`src/hdl/assert_macros.svh`:
```
// assertion macros shared by the date adder modules
// each module that includes this file must have clock and reset in scope
`ifndef ASSERT_MACROS_SVH
`define ASSERT_MACROS_SVH

// condition must hold at every edge outside reset
`define CHECK_ALWAYS(lbl, cond, msg) \
   lbl: assert property (@(posedge clock) disable iff (reset) (cond)) else $error(msg);

// consequent must hold in the same cycle as the antecedent
`define CHECK_SAME(lbl, ante, cons, msg) \
   lbl: assert property (@(posedge clock) disable iff (reset) (ante) |-> (cons)) \
      else $error(msg);

// consequent must hold in the cycle after the antecedent
`define CHECK_NEXT(lbl, ante, cons, msg) \
   lbl: assert property (@(posedge clock) disable iff (reset) (ante) |=> (cons)) \
      else $error(msg);

`endif

```
`src/hdl/gdadd_pkg.sv`:
```
// shared types, constants and calendar tables for the date adder
// no dependencies
package gdadd_pkg;

   localparam int DAY_COUNT_BITS = 16;
   localparam int TOT_W          = DAY_COUNT_BITS + 2;
   localparam int YEAR_W         = 15;
   localparam int PROD_W         = 28;
   localparam int Q_W            = 8;
   localparam int R_W            = 7;

   localparam logic [YEAR_W-1:0] YEAR_TOP      = YEAR_W'(9999);
   localparam logic [13:0]       YEAR_TOP_OUT  = 14'd9999;
   localparam logic [3:0]        MONTH_DEC     = 4'd12;
   localparam logic [4:0]        DAY_DEC_END   = 5'd31;
   localparam logic [3:0]        LAST_MONTH_IX = 4'd11;
   localparam logic [3:0]        FEB_IX        = 4'd1;
   // reciprocal of 100 scaled by 2^19, exact for years below 2^14
   localparam logic [12:0]       RECIP_100     = 13'd5243;
   localparam int                RECIP_SHIFT   = 19;
   localparam logic [R_W-1:0]    CENTURY_LAST  = R_W'(99);
   localparam logic [8:0]        DAYS_LEAP     = 9'd366;
   localparam logic [8:0]        DAYS_COMMON   = 9'd365;
   localparam logic [4:0]        FEB_LEAP_LEN  = 5'd29;

   typedef struct packed {
      logic [13:0] start_year;
      logic [3:0]  start_month;
      logic [4:0]  start_day;
      logic [15:0] days_to_add;
   } req_type;

   typedef struct packed {
      logic [13:0] result_year;
      logic [3:0]  result_month;
      logic [4:0]  result_day;
      logic        year_overflow;
   } rsp_type;

   typedef enum logic [2:0] {
      ST_IDLE,
      ST_MULT,
      ST_SPLIT,
      ST_DOY,
      ST_YEAR,
      ST_MONTH,
      ST_PUT
   } state_type;

   typedef struct packed {
      logic load;
      logic mult;
      logic split;
      logic doy;
      logic year_step;
      logic month_step;
      logic put;
   } cmd_type;

   typedef struct packed {
      logic year_more;
      logic over_top;
      logic month_more;
      logic out_free;
   } status_type;

   // common-year month length, month index from 0
   function automatic logic [4:0] month_len(input logic [3:0] m0);
      logic [4:0] len;
      case (m0)
         4'd1:    len = 5'd28;
         4'd3:    len = 5'd30;
         4'd5:    len = 5'd30;
         4'd8:    len = 5'd30;
         4'd10:   len = 5'd30;
         default: len = 5'd31;
      endcase
      return len;
   endfunction

   function automatic logic [4:0] mlen(input logic leap, input logic [3:0] m0);
      logic [4:0] len;
      if (leap && m0 == FEB_IX) len = FEB_LEAP_LEN;
      else                      len = month_len(m0);
      return len;
   endfunction

   // days before the month in a common year, month index from 0
   function automatic logic [8:0] days_before(input logic [3:0] m0);
      logic [8:0] sum;
      case (m0)
         4'd0:    sum = 9'd0;
         4'd1:    sum = 9'd31;
         4'd2:    sum = 9'd59;
         4'd3:    sum = 9'd90;
         4'd4:    sum = 9'd120;
         4'd5:    sum = 9'd151;
         4'd6:    sum = 9'd181;
         4'd7:    sum = 9'd212;
         4'd8:    sum = 9'd243;
         4'd9:    sum = 9'd273;
         4'd10:   sum = 9'd304;
         default: sum = 9'd334;
      endcase
      return sum;
   endfunction

endpackage

```
`src/hdl/gdadd_ctrl.sv`:
```
// sequencer for the date adder: issues datapath commands per step
// depends on gdadd_pkg and assert_macros.svh
`include "assert_macros.svh"

module gdadd_ctrl (
   input  logic                    clock,
   input  logic                    reset,
   input  logic                    req_valid,
   output logic                    req_stall,
   input  gdadd_pkg::status_type   status,
   output gdadd_pkg::cmd_type      cmd
);
   import gdadd_pkg::*;

   state_type state_ff, state_in;

   always_ff @(posedge clock) begin
      if (reset) state_ff <= ST_IDLE;
      else       state_ff <= state_in;
   end

   always_comb begin
      state_in  = state_ff;
      cmd       = '0;
      req_stall = 1'b1;
      case (state_ff)
         ST_IDLE: begin
            req_stall = 1'b0;
            if (req_valid) begin
               cmd.load = 1'b1;
               state_in = ST_MULT;
            end
         end
         ST_MULT: begin
            cmd.mult = 1'b1;
            state_in = ST_SPLIT;
         end
         ST_SPLIT: begin
            cmd.split = 1'b1;
            state_in  = ST_DOY;
         end
         ST_DOY: begin
            cmd.doy  = 1'b1;
            state_in = ST_YEAR;
         end
         ST_YEAR: begin
            if (status.over_top)       state_in = ST_PUT;
            else if (status.year_more) cmd.year_step = 1'b1;
            else                       state_in = ST_MONTH;
         end
         ST_MONTH: begin
            if (status.month_more) cmd.month_step = 1'b1;
            else                   state_in = ST_PUT;
         end
         ST_PUT: begin
            if (status.out_free) begin
               cmd.put  = 1'b1;
               state_in = ST_IDLE;
            end
         end
         default: state_in = ST_IDLE;
      endcase
   end

   `CHECK_NEXT(a_accept_to_mult, req_valid && !req_stall, state_ff == ST_MULT, "no start")
   `CHECK_SAME(a_put_free, cmd.put, status.out_free, "result written over waiting result")
   `CHECK_SAME(a_one_step, cmd.year_step, !cmd.month_step && !cmd.put, "overlapping commands")

endmodule

```
`src/hdl/gdadd_dp.sv`:
```
// datapath for the date adder: year, century split, running day count, result register
// depends on gdadd_pkg and assert_macros.svh
`include "assert_macros.svh"

module gdadd_dp (
   input  logic                    clock,
   input  logic                    reset,
   input  gdadd_pkg::req_type      req_data,
   output gdadd_pkg::rsp_type      rsp_data,
   output logic                    rsp_valid,
   input  logic                    rsp_stall,
   input  gdadd_pkg::cmd_type      cmd,
   output gdadd_pkg::status_type   status
);
   import gdadd_pkg::*;

   logic [YEAR_W-1:0]         y_ff, y_in;
   logic [3:0]                m_ff, m_in;
   logic [4:0]                d_ff, d_in;
   logic [DAY_COUNT_BITS-1:0] add_ff, add_in;
   logic [PROD_W-1:0]         p_ff, p_in;
   logic [Q_W-1:0]            q_ff, q_in;
   logic [R_W-1:0]            r_ff, r_in;
   logic [TOT_W-1:0]          tot_ff, tot_in;
   logic [3:0]                m0_ff, m0_in;
   rsp_type                   rsp_ff, rsp_in;
   logic                      rsp_valid_ff, rsp_valid_in;

   logic              leap;
   logic [8:0]        ylen;
   logic [4:0]        cur_mlen;
   logic [4:0]        start_mlen;
   logic [4:0]        d_clamped;
   logic [Q_W-1:0]    q_split;
   logic [YEAR_W-1:0] q_times_100;
   logic [3:0]        start_m0;
   logic              month_ok;
   logic              sat_ok;

   // century test uses the split year: quotient and remainder by 100
   assign leap       = (r_ff == '0) ? (q_ff[1:0] == 2'b00) : (y_ff[1:0] == 2'b00);
   assign ylen       = leap ? DAYS_LEAP : DAYS_COMMON;
   assign cur_mlen   = mlen(leap, m0_ff);
   assign start_m0   = m_ff - 4'd1;
   assign start_mlen = mlen(leap, start_m0);
   assign d_clamped  = (d_ff > start_mlen) ? start_mlen : d_ff;
   assign q_split    = p_ff[RECIP_SHIFT +: Q_W];
   assign q_times_100 = YEAR_W'(q_split) * YEAR_W'(100);

   assign status.year_more  = tot_ff > TOT_W'(ylen);
   assign status.over_top   = y_ff > YEAR_TOP;
   assign status.month_more = (m0_ff < LAST_MONTH_IX) && (tot_ff > TOT_W'(cur_mlen));
   assign status.out_free   = !rsp_valid_ff || !rsp_stall;

   always_comb begin
      y_in         = y_ff;
      m_in         = m_ff;
      d_in         = d_ff;
      add_in       = add_ff;
      p_in         = p_ff;
      q_in         = q_ff;
      r_in         = r_ff;
      tot_in       = tot_ff;
      m0_in        = m0_ff;
      rsp_in       = rsp_ff;
      rsp_valid_in = rsp_valid_ff && rsp_stall;

      if (cmd.load) begin
         y_in   = (req_data.start_year == '0) ? YEAR_W'(1) : YEAR_W'(req_data.start_year);
         if (req_data.start_month == '0)           m_in = 4'd1;
         else if (req_data.start_month > MONTH_DEC) m_in = MONTH_DEC;
         else                                       m_in = req_data.start_month;
         d_in   = (req_data.start_day == '0) ? 5'd1 : req_data.start_day;
         add_in = req_data.days_to_add[DAY_COUNT_BITS-1:0];
         m0_in  = '0;
      end
      if (cmd.mult) begin
         p_in = PROD_W'(y_ff) * PROD_W'(RECIP_100);
      end
      if (cmd.split) begin
         q_in = q_split;
         r_in = R_W'(y_ff - q_times_100);
      end
      if (cmd.doy) begin
         tot_in = TOT_W'(days_before(start_m0))
                + TOT_W'(leap && (m_ff > 4'd2))
                + TOT_W'(d_clamped)
                + TOT_W'(add_ff);
      end
      if (cmd.year_step) begin
         tot_in = tot_ff - TOT_W'(ylen);
         y_in   = y_ff + YEAR_W'(1);
         if (r_ff == CENTURY_LAST) begin
            r_in = '0;
            q_in = q_ff + Q_W'(1);
         end else begin
            r_in = r_ff + R_W'(1);
         end
      end
      if (cmd.month_step) begin
         tot_in = tot_ff - TOT_W'(cur_mlen);
         m0_in  = m0_ff + 4'd1;
      end
      if (cmd.put) begin
         rsp_valid_in = 1'b1;
         if (status.over_top) begin
            rsp_in.result_year   = YEAR_TOP_OUT;
            rsp_in.result_month  = MONTH_DEC;
            rsp_in.result_day    = DAY_DEC_END;
            rsp_in.year_overflow = 1'b1;
         end else begin
            rsp_in.result_year   = y_ff[13:0];
            rsp_in.result_month  = m0_ff + 4'd1;
            rsp_in.result_day    = tot_ff[4:0];
            rsp_in.year_overflow = 1'b0;
         end
      end
   end

   always_ff @(posedge clock) begin
      if (reset) rsp_valid_ff <= 1'b0;
      else       rsp_valid_ff <= rsp_valid_in;
   end

   always_ff @(posedge clock) begin
      y_ff   <= y_in;
      m_ff   <= m_in;
      d_ff   <= d_in;
      add_ff <= add_in;
      p_ff   <= p_in;
      q_ff   <= q_in;
      r_ff   <= r_in;
      tot_ff <= tot_in;
      m0_ff  <= m0_in;
      rsp_ff <= rsp_in;
   end

   assign rsp_data  = rsp_ff;
   assign rsp_valid = rsp_valid_ff;

   // terms for the result checks
   assign month_ok = (rsp_ff.result_month >= 4'd1) && (rsp_ff.result_month <= MONTH_DEC);
   assign sat_ok   = rsp_ff.result_year == YEAR_TOP_OUT;

   `CHECK_SAME(a_rem_range, cmd.year_step, r_ff <= CENTURY_LAST, "year remainder out of range")
   `CHECK_SAME(a_month_range, rsp_valid_ff, month_ok, "bad month")
   `CHECK_SAME(a_over_sat, rsp_valid_ff && rsp_ff.year_overflow, sat_ok, "overflow not saturated")

endmodule

```
`src/hdl/gregorian_date_add_days_core.sv`:
```
// Gregorian date adder: takes a start date and a day count, returns the later date.
// One request is handled at a time. After acceptance the block runs four set-up
// steps (load, reciprocal multiply for the century split, split, day of year), then
// steps one whole year per cycle off the running day count (up to about 180 years
// for the largest count), then, unless the year passed 9999, walks one month per cycle
// in the final year (at most eleven), then writes the result register. The result
// register lets a new request be accepted while the previous result is still stalled.
// Years past 9999 are flagged on year_overflow and saturated to 9999-12-31. Out of
// range inputs are clamped: year 0 and month 0 and day 0 read as 1, month above 12
// as 12, and a day past the month end as the last day of that month.
// Depends on gdadd_pkg, gdadd_ctrl and gdadd_dp.

module gregorian_date_add_days_core (
   input  logic                 clock,
   input  logic                 reset,
   // request channel
   input  logic                 req_valid,
   output logic                 req_stall,
   input  gdadd_pkg::req_type   req_data,
   // result channel
   output logic                 rsp_valid,
   input  logic                 rsp_stall,
   output gdadd_pkg::rsp_type   rsp_data
);
   import gdadd_pkg::*;

   // command bundle from the sequencer and status flags back from the datapath
   cmd_type    cmd;
   status_type status;

   // sequencer: one state per set-up step after the load, then the year and month walks
   gdadd_ctrl u_ctrl (
      .clock     (clock),
      .reset     (reset),
      .req_valid (req_valid),
      .req_stall (req_stall),
      .status    (status),
      .cmd       (cmd)
   );

   // datapath: year with its century split, running day count, result register
   gdadd_dp u_dp (
      .clock     (clock),
      .reset     (reset),
      .req_data  (req_data),
      .rsp_data  (rsp_data),
      .rsp_valid (rsp_valid),
      .rsp_stall (rsp_stall),
      .cmd       (cmd),
      .status    (status)
   );

endmodule

```
`config.mk`:
```
export PLATFORM = sky130hd
export DESIGN_NAME = gregorian_date_add_days_core
export DESIGN_NICKNAME = d
export VERILOG_FILES = /design/src/hdl/gdadd_pkg.sv /design/src/hdl/gdadd_ctrl.sv /design/src/hdl/gdadd_dp.sv /design/src/hdl/gregorian_date_add_days_core.sv
export VERILOG_INCLUDE_DIRS = /design/src /design/src/hdl
export SDC_FILE = /design/constraint.sdc
export NUM_CORES = 1
export LEC_CHECK = 0
export BUFFER_PORTS_ARGS = -buffer_cell sky130_fd_sc_hd__buf_2
export CORE_MARGIN = 4
export CORE_UTILIZATION = 45
export DETAILED_ROUTE_END_ITERATION = 10
export GPL_TIMING_DRIVEN = 0
export PLACE_DENSITY = 0.69
export SYNTH_ARGS = -nofsm -noshare
export SYNTH_HDL_FRONTEND = slang
export SYNTH_SLANG_ARGS = --single-unit
```
`constraint.sdc`:
```
create_clock -name clock -period 12.49 [get_ports clock]
set_clock_uncertainty 0.1 [all_clocks]
set_input_delay 1.8735 -clock clock [delete_from_list [all_inputs] [get_ports clock]]
set_output_delay 1.8735 -clock clock [all_outputs]
set_load 0.005 [all_outputs]
```
==> flow_summary.yaml, run 1 <==
layout:
  diodes: 0
  fill_cells: 2029
  layout.nets: 1366
  final_cell_area_mm2: 0.0112
  syn_to_final_growth_pct: 9.95
  drive_above_1_share_pct: 10.4
pwr:
  p_leak_nw: 4.99
  max-vdd-ir-drop_v: 0.000251
  power_density_mw_per_mm2: 208
  p_total_mw: 2.34
synth:
  yosysSeqAreaShare_pct: 30.0
  synth_area_per_cell_um2: 10.1
  yosys.area_share.simple_pct: 11.6
  ys_warn_count: 0
  yosysTopAreaCell: "edfxtp_1"
  syn_area_mm2: 0.0102
  synth_top_area_share_pct: 28.8
  synth_ff_type: "edfxtp_1"
  synth_compound_area_share_pct: 12.6
  synth_edf_count: 98
  synth_fa_ha_area_share_pct: 33.4
  async_flop_share_pct: 0
  syn_inst: 1016
  ys_types: 73
  synth_xor_xnor_area_share_pct: 4.63
  yosys-top-cells-area: "edfxtp_1 (29%), ha_1 (18%), fa_1 (15%)"
  syn_nets: 1286
  ys_ff_latch: 104
  synth_top_family_by_area: "adder cells"
  synthMuxAreaShare_pct: 0.294
routing:
  dr_wl_met3_um: 1330
  drc_errors: 0
  met2_length_um: 10200
  wl_met1_um: 10800
  drtIter0Drc: 486
  dr.max_layer_used: "met4"
  num_vias: 7482
  wl_um: 22700
  ant_nets: 0
  dr.pass1.iters: 6
  viasPerCell: 5.42
  wl_per_cell_um: 16.5
worst_setup_path:
  crit_path_end_kind: "register"
  worstPathRequired_ns: 12.50
  worstSetupPathType: "reg2reg"
  worstPathArrival_ns: 5.93
  startpoint_type: "register"
  r2r_cells: 19
  worstPathMaxFanout: 9
timing:
  final-setup-viol-count: 0
  fmax_mhz: 169
  relSlewSlack_pct: 28.4
  rsz0062_at_grt: "no"
  fin_crit_ns: 5.92
  worst_slew_pin_slew_ns: 1.07
  drv_slew: 0
  setup-tns-final_ns: 0
  whs_ns: 0.409
  hold_violations: 0
  period_share_pct: 47.4
floorplanning:
  row_count: 54
  start_util_pct: 46.3
  coreArea_mm2: 0.0221
  die_y_um: 159
  dieWidth_um: 159
  io_pins: 69
  dieArea_mm2: 0.0252
placement:
  hpwlAfterDp_um: 18400
  globalplace.congestion: 0.880
  portBuffers: 68
  placed_area_mm2: 0.0109
clock_network:
  cts_buffer_depth: 2
  insertion_delay_ns: 0.36
  numCtsBuffers: 9
  holdBufCountCts: 0
  cts_tree: "built"
  clock-sinks: 104
  cts-htree-levels: 3
  ctsRootBufferMaster: "clkbuf_16"
  clkSlewWorstSetupHoldPaths_ns: 0.08
  ctsResizeCount: 0
  cts_setup_buffers: 0
global_routing:
  grtUsageTotal_pct: 18.4
  grt_antenna_before_repair: 0
  grt_max_degree: 26
  grt_pass1_vias: 7420
  grt_overflow: 0
  grt_pass1_wl_um: 37900
hold_path:
  hold_path.class: "reg2reg"
  holdPathStages: 1
status:
  status: "completed"
flow_run:
  cap_violations: 0
==> layout by cell type (no fill, tap or decap), drive strengths merged, types with 16 or more instances in the layout <==
cell type	instances
inv	162
ha	150
edfxtp	98
buf	79
fa	77
nand2	67
o21ai	58
nor2	54
a21oi	49
xnor2	39
clkbuf	32
nor3	20
nand3	16
==> flip-flops by register name (all words and copies together) (netlist names), 5 cells and up <==
signal / cells
u_dp.p_ff: 5
u_dp.rsp_data: 24
u_dp.d_ff: 5
u_dp.r_ff: 7
u_dp.add_ff: 16
u_dp.tot_ff: 18
u_dp.y_ff: 15
==> per-stage QoR <==
stage | setup WS, ns | util [%] | instances
after floorplan | 7.61 | - | 1016
after global placement | 6.84 | 49.4 | 1364
after detailed placement | 6.66 | 49.5 | 1365
after CTS | 6.64 | 50.9 | 1381
after global routing | 6.23 | 50.9 | 1381
final | 6.57 | 50.9 | 1381
==> final cells by class <==
class / instances / area [µm²] / share of cell area (%)
clock inverters: 7 / 86.3 / 0.768
plain buffers: 33 / 156 / 1.39
clock buffers: 9 / 225 / 2.00
multi-input cells: 718 / 6400 / 57.0
flip-flops and latches: 104 / 3060 / 27.2
inverters: 161 / 604 / 5.38
repair buffers: 69 / 352 / 3.13
well taps: 280 / 350 / 3.12
==> metal layers <==
layer / GRT usage (%) / vias to the layer above
li1: - / 3678
met1: 26.3 / 3574
met2: 28.7 / 201
met3: 3.37 / 29
met4: 5.25 / 0
met5: 0 / -
==> final timing paths <==
| check | startpoint | to | slack (ns) |
|---|---|---|---|
| worst min register to register | u_dp.q_ff[0] | u_dp.q_ff[0] | 0.41 |
| worst max register to register | u_dp.y_ff[0] | u_dp.tot_ff[15] | 6.57 |
| worst min-delay path | u_dp.q_ff[0] | u_dp.q_ff[0] | 0.41 |
| worst max-delay path | u_dp.y_ff[0] | u_dp.tot_ff[15] | 6.57 |
==> worst max-delay path, stage by stage (launching register included) <==
cell and delay (ns):
edfxtp_1 0.64, inv_1 0.22, ha_1 0.26, mux2i_1 0.80, a211oi_1 0.24, ha_1 0.33
nor2b_1 0.13, o21ai_0 0.34, o21ai_0 0.17, fa_1 0.51, ha_1 0.20, inv_1 0.07
fa_1 0.40, nor2b_1 0.19, o31a_1 0.17, o21ai_0 0.13, a21oi_1 0.27, o21ai_0 0.17
xnor2_1 0.15, o32a_1 0.18
==> cells by family (layout without fill, tap and decap cells) <==
family | after synthesis | after routing
xor+xnor | 54 | 54
mux | 3 | 3
other cells | 1 | 1
flops | 104 | 104
fa+ha+maj | 227 | 227
buf+inv | 194 | 279
simple gates | 237 | 237
compound gates | 196 | 196
==> synth_stat cells (all sizes together), types with 3 or more instances <==
master,instances
inv,160
ha,150
edfxtp,98
fa,77
nand2,67
o21ai,58
nor2,54
a21oi,49
xnor2,39
clkbuf,23
nor3,20
nand3,16
xor2,15
nor2b,12
buf,10
nand2b,10
a21o,9
and2,9
or3,9
a221oi,8
a31oi,8
and3,8
o22ai,8
a211oi,7
a21boi,6
dfxtp,6
nand4,6
nor4,6
o211ai,6
o221ai,5
or4,5
and4,3
mux2i,3
nor3b,3
o21bai,3
o31ai,3
or2,3
==> report_power, final <==
group	internal, mW	switching (mW)
combinational	0.693	0.840
clock	0.143	0.147
sequential	0.467	0.0465
total	1.30	1.03
Power figures use the tool's default switching activity.
==> run 2, diff against run 1 <==
==> constraint.sdc (replaced) <==
create_clock -name clock -period 6.02 [get_ports clock]
set_clock_uncertainty 0.1 [all_clocks]
set_input_delay 0.903 -clock clock [delete_from_list [all_inputs] [get_ports clock]]
set_output_delay 0.903 -clock clock [all_outputs]
set_load 0.005 [all_outputs]
==> run 2 against run 1 <==
  * Sequential share of layout area is the same
  * Power grew 110%
  * Fmax grew 4.3%
  * Largest power group unchanged
  * Wire length grew 0.12%
  * Register-to-register slack lost 6.2 ns
  * Critical path depth is the same
  * First-iteration DRC count grew 7.2%
  * Clock power grew 110%
  * Sequential power grew 110%
  * Utilization is the same
==> flow_summary.yaml, run 2 (synthesized netlist as in run 1, its figures left out) <==
status:
  status: "completed"
timing:
  drv_slew: 0
  hold_violations: 0
  relSlewSlack_pct: 29.5
  rsz0062_at_grt: "no"
  fin_crit_ns: 5.68
  layout_setup_ws_ns: 0.337
  whs_ns: 0.411
  setup-tns-final_ns: 0
  worst_slew_pin_slew_ns: 1.06
  fmax_mhz: 176
  final-setup-viol-count: 0
  period_share_pct: 94.4
clock_network:
  cts_setup_buffers: 0
  clkSlewWorstSetupHoldPaths_ns: 0.08
  cts_tree: "built"
  insertion_delay_ns: 0.36
  cts_buffer_depth: 2
  ctsRootBufferMaster: "clkbuf_16"
  numCtsBuffers: 9
  holdBufCountCts: 0
  clock-sinks: 104
  cts-htree-levels: 3
floorplanning:
  row_count: 54
  coreArea_mm2: 0.0221
  start_util_pct: 46.3
  dieWidth_um: 159
  io_pins: 69
  die_y_um: 159
  dieArea_mm2: 0.0252
layout:
  final_common_cell: "inv_1"
  drive_above_1_share_pct: 10.5
  layout_common_cells: "inv_1 (160), ha_1 (150), edfxtp_1 (98), fa_1 (77), buf_2 (73)"
  final_cells: 1380
  syn_to_final_growth_pct: 9.95
  largest_reg_flops: 24
  diodes: 0
  layout.nets: 1365
routing:
  num_vias: 7489
  dr.pass1.iters: 5
  drtIter0Drc: 521
  drc_errors: 0
  wl_per_cell_um: 16.5
  viasPerCell: 5.43
  ant_nets: 0
  wl_um: 22800
global_routing:
  grt_antenna_before_repair: 0
  grt_pass1_wl_um: 37900
  grtUsageTotal_pct: 18.4
  grt_overflow: 0
  grt_pass1_vias: 7420
  grt_max_degree: 26
worst_setup_path:
  slowest_delay_ns: 0.64
  crit_path_end_kind: "register"
  worstSetupPathType: "reg2reg"
  cp_common_cell: "o21ai_0"
  startpoint_type: "register"
  crit_chain: "inv_1 > ha_1 > mux2i_2 > a211oi_1 > ha_1 > nor2b_1 > o21ai_0 > o21ai_0 > fa_1 > ha_1 > inv_1 > fa_1 > nor2b_1 > o31a_1 > o21ai_0 > a21oi_1 > o21ai_0 > xnor2_1 > o32a_1"
  worstPathMaxFanout: 9
  path_buf_inv: 2
  worstPathArrival_ns: 5.69
  worstPathRequired_ns: 6.03
  cp_top_family: "adder cells"
  cpMaxStageDelayCell: "edfxtp_1"
placement:
  portBuffers: 68
  pre_cts_slack_ns: 0.185
  placed_cells: 1365
  hpwlAfterDp_um: 18400
  globalplace.congestion: 0.880
pwr:
  power_density_mw_per_mm2: 431
  p_leak_nw: 4.98
  max-vdd-ir-drop_v: 0.000521
hold_path:
  hold_path.class: "reg2reg"
flow_run:
  cap_violations: 0
[run 2: final timing paths]
check | endpoint | slack, ns | from | depth (start not counted)
max reg2reg | u_dp.tot_ff[15] | 0.34 | u_dp.y_ff[0] | 19
max | u_dp.tot_ff[15] | 0.34 | u_dp.y_ff[0] | 19
min | u_dp.q_ff[0] | 0.41 | u_dp.q_ff[0] | 1
min reg2reg | u_dp.q_ff[0] | 0.41 | u_dp.q_ff[0] | 1
[run 2: metrics by stage]
stage / cell area, µm² / total power [mW] / util (%)
6_report: 11200 / 4.85 / 50.9
5_1_grt: 11200 / 5.43 / 50.9
4_1_cts: 11200 / 4.88 / 50.9
3_5_place_dp: 10900 / 4.25 / 49.5
3_3_place_gp: 10900 / 4.18 / 49.4
2_1_floorplan: 10200 / 3.51 / -
[run 2: worst reg2reg max path: cells and delay by family (launching register included)]
kind	cells	cell delay, ns
flops	1	0.64
mux	1	0.58
fa+ha+maj	5	1.70
compound gates	8	1.65
simple gates	2	0.32
buf+inv	2	0.29
xor+xnor	1	0.15
[run 2: routing by layer]
| metal | vias up | wire length (µm) | GRT usage, % | part of all wire, % |
|---|---|---|---|---|
| met2 | 190 | 10300 | 28.7 | 45 |
| met5 | - | 0 | 0 | 0 |
| li1 | 3672 | - | - | - |
| met4 | 0 | 439 | 5.25 | 1.9 |
| met3 | 30 | 1210 | 3.37 | 5.3 |
| met1 | 3597 | 10900 | 26.3 | 48 |
[run 2: power breakdown]
part,total (mW),switching [mW],internal [mW]
clock,0.603,0.305,0.298
combinational,3.18,1.74,1.44
sequential,1.07,0.0967,0.970
total,4.85,2.14,2.70
[run 2: layout make-up]
class | instances | area (µm²)
flip-flops and latches | 104 | 3060
well taps | 280 | 350
plain buffers | 32 | 153
fillers | 2027 | 10900
clock buffers | 9 | 225
inverters | 161 | 604
clock inverters | 7 | 86.3
repair buffers | 69 | 352
multi-input cells | 718 | 6410
[run 2: timing repair]
action | 4_1_cts | 5_1_grt
gates resized for setup | 0 | 1
setup endpoints to repair | 0 | 4
hold endpoints to repair | 0 | 0
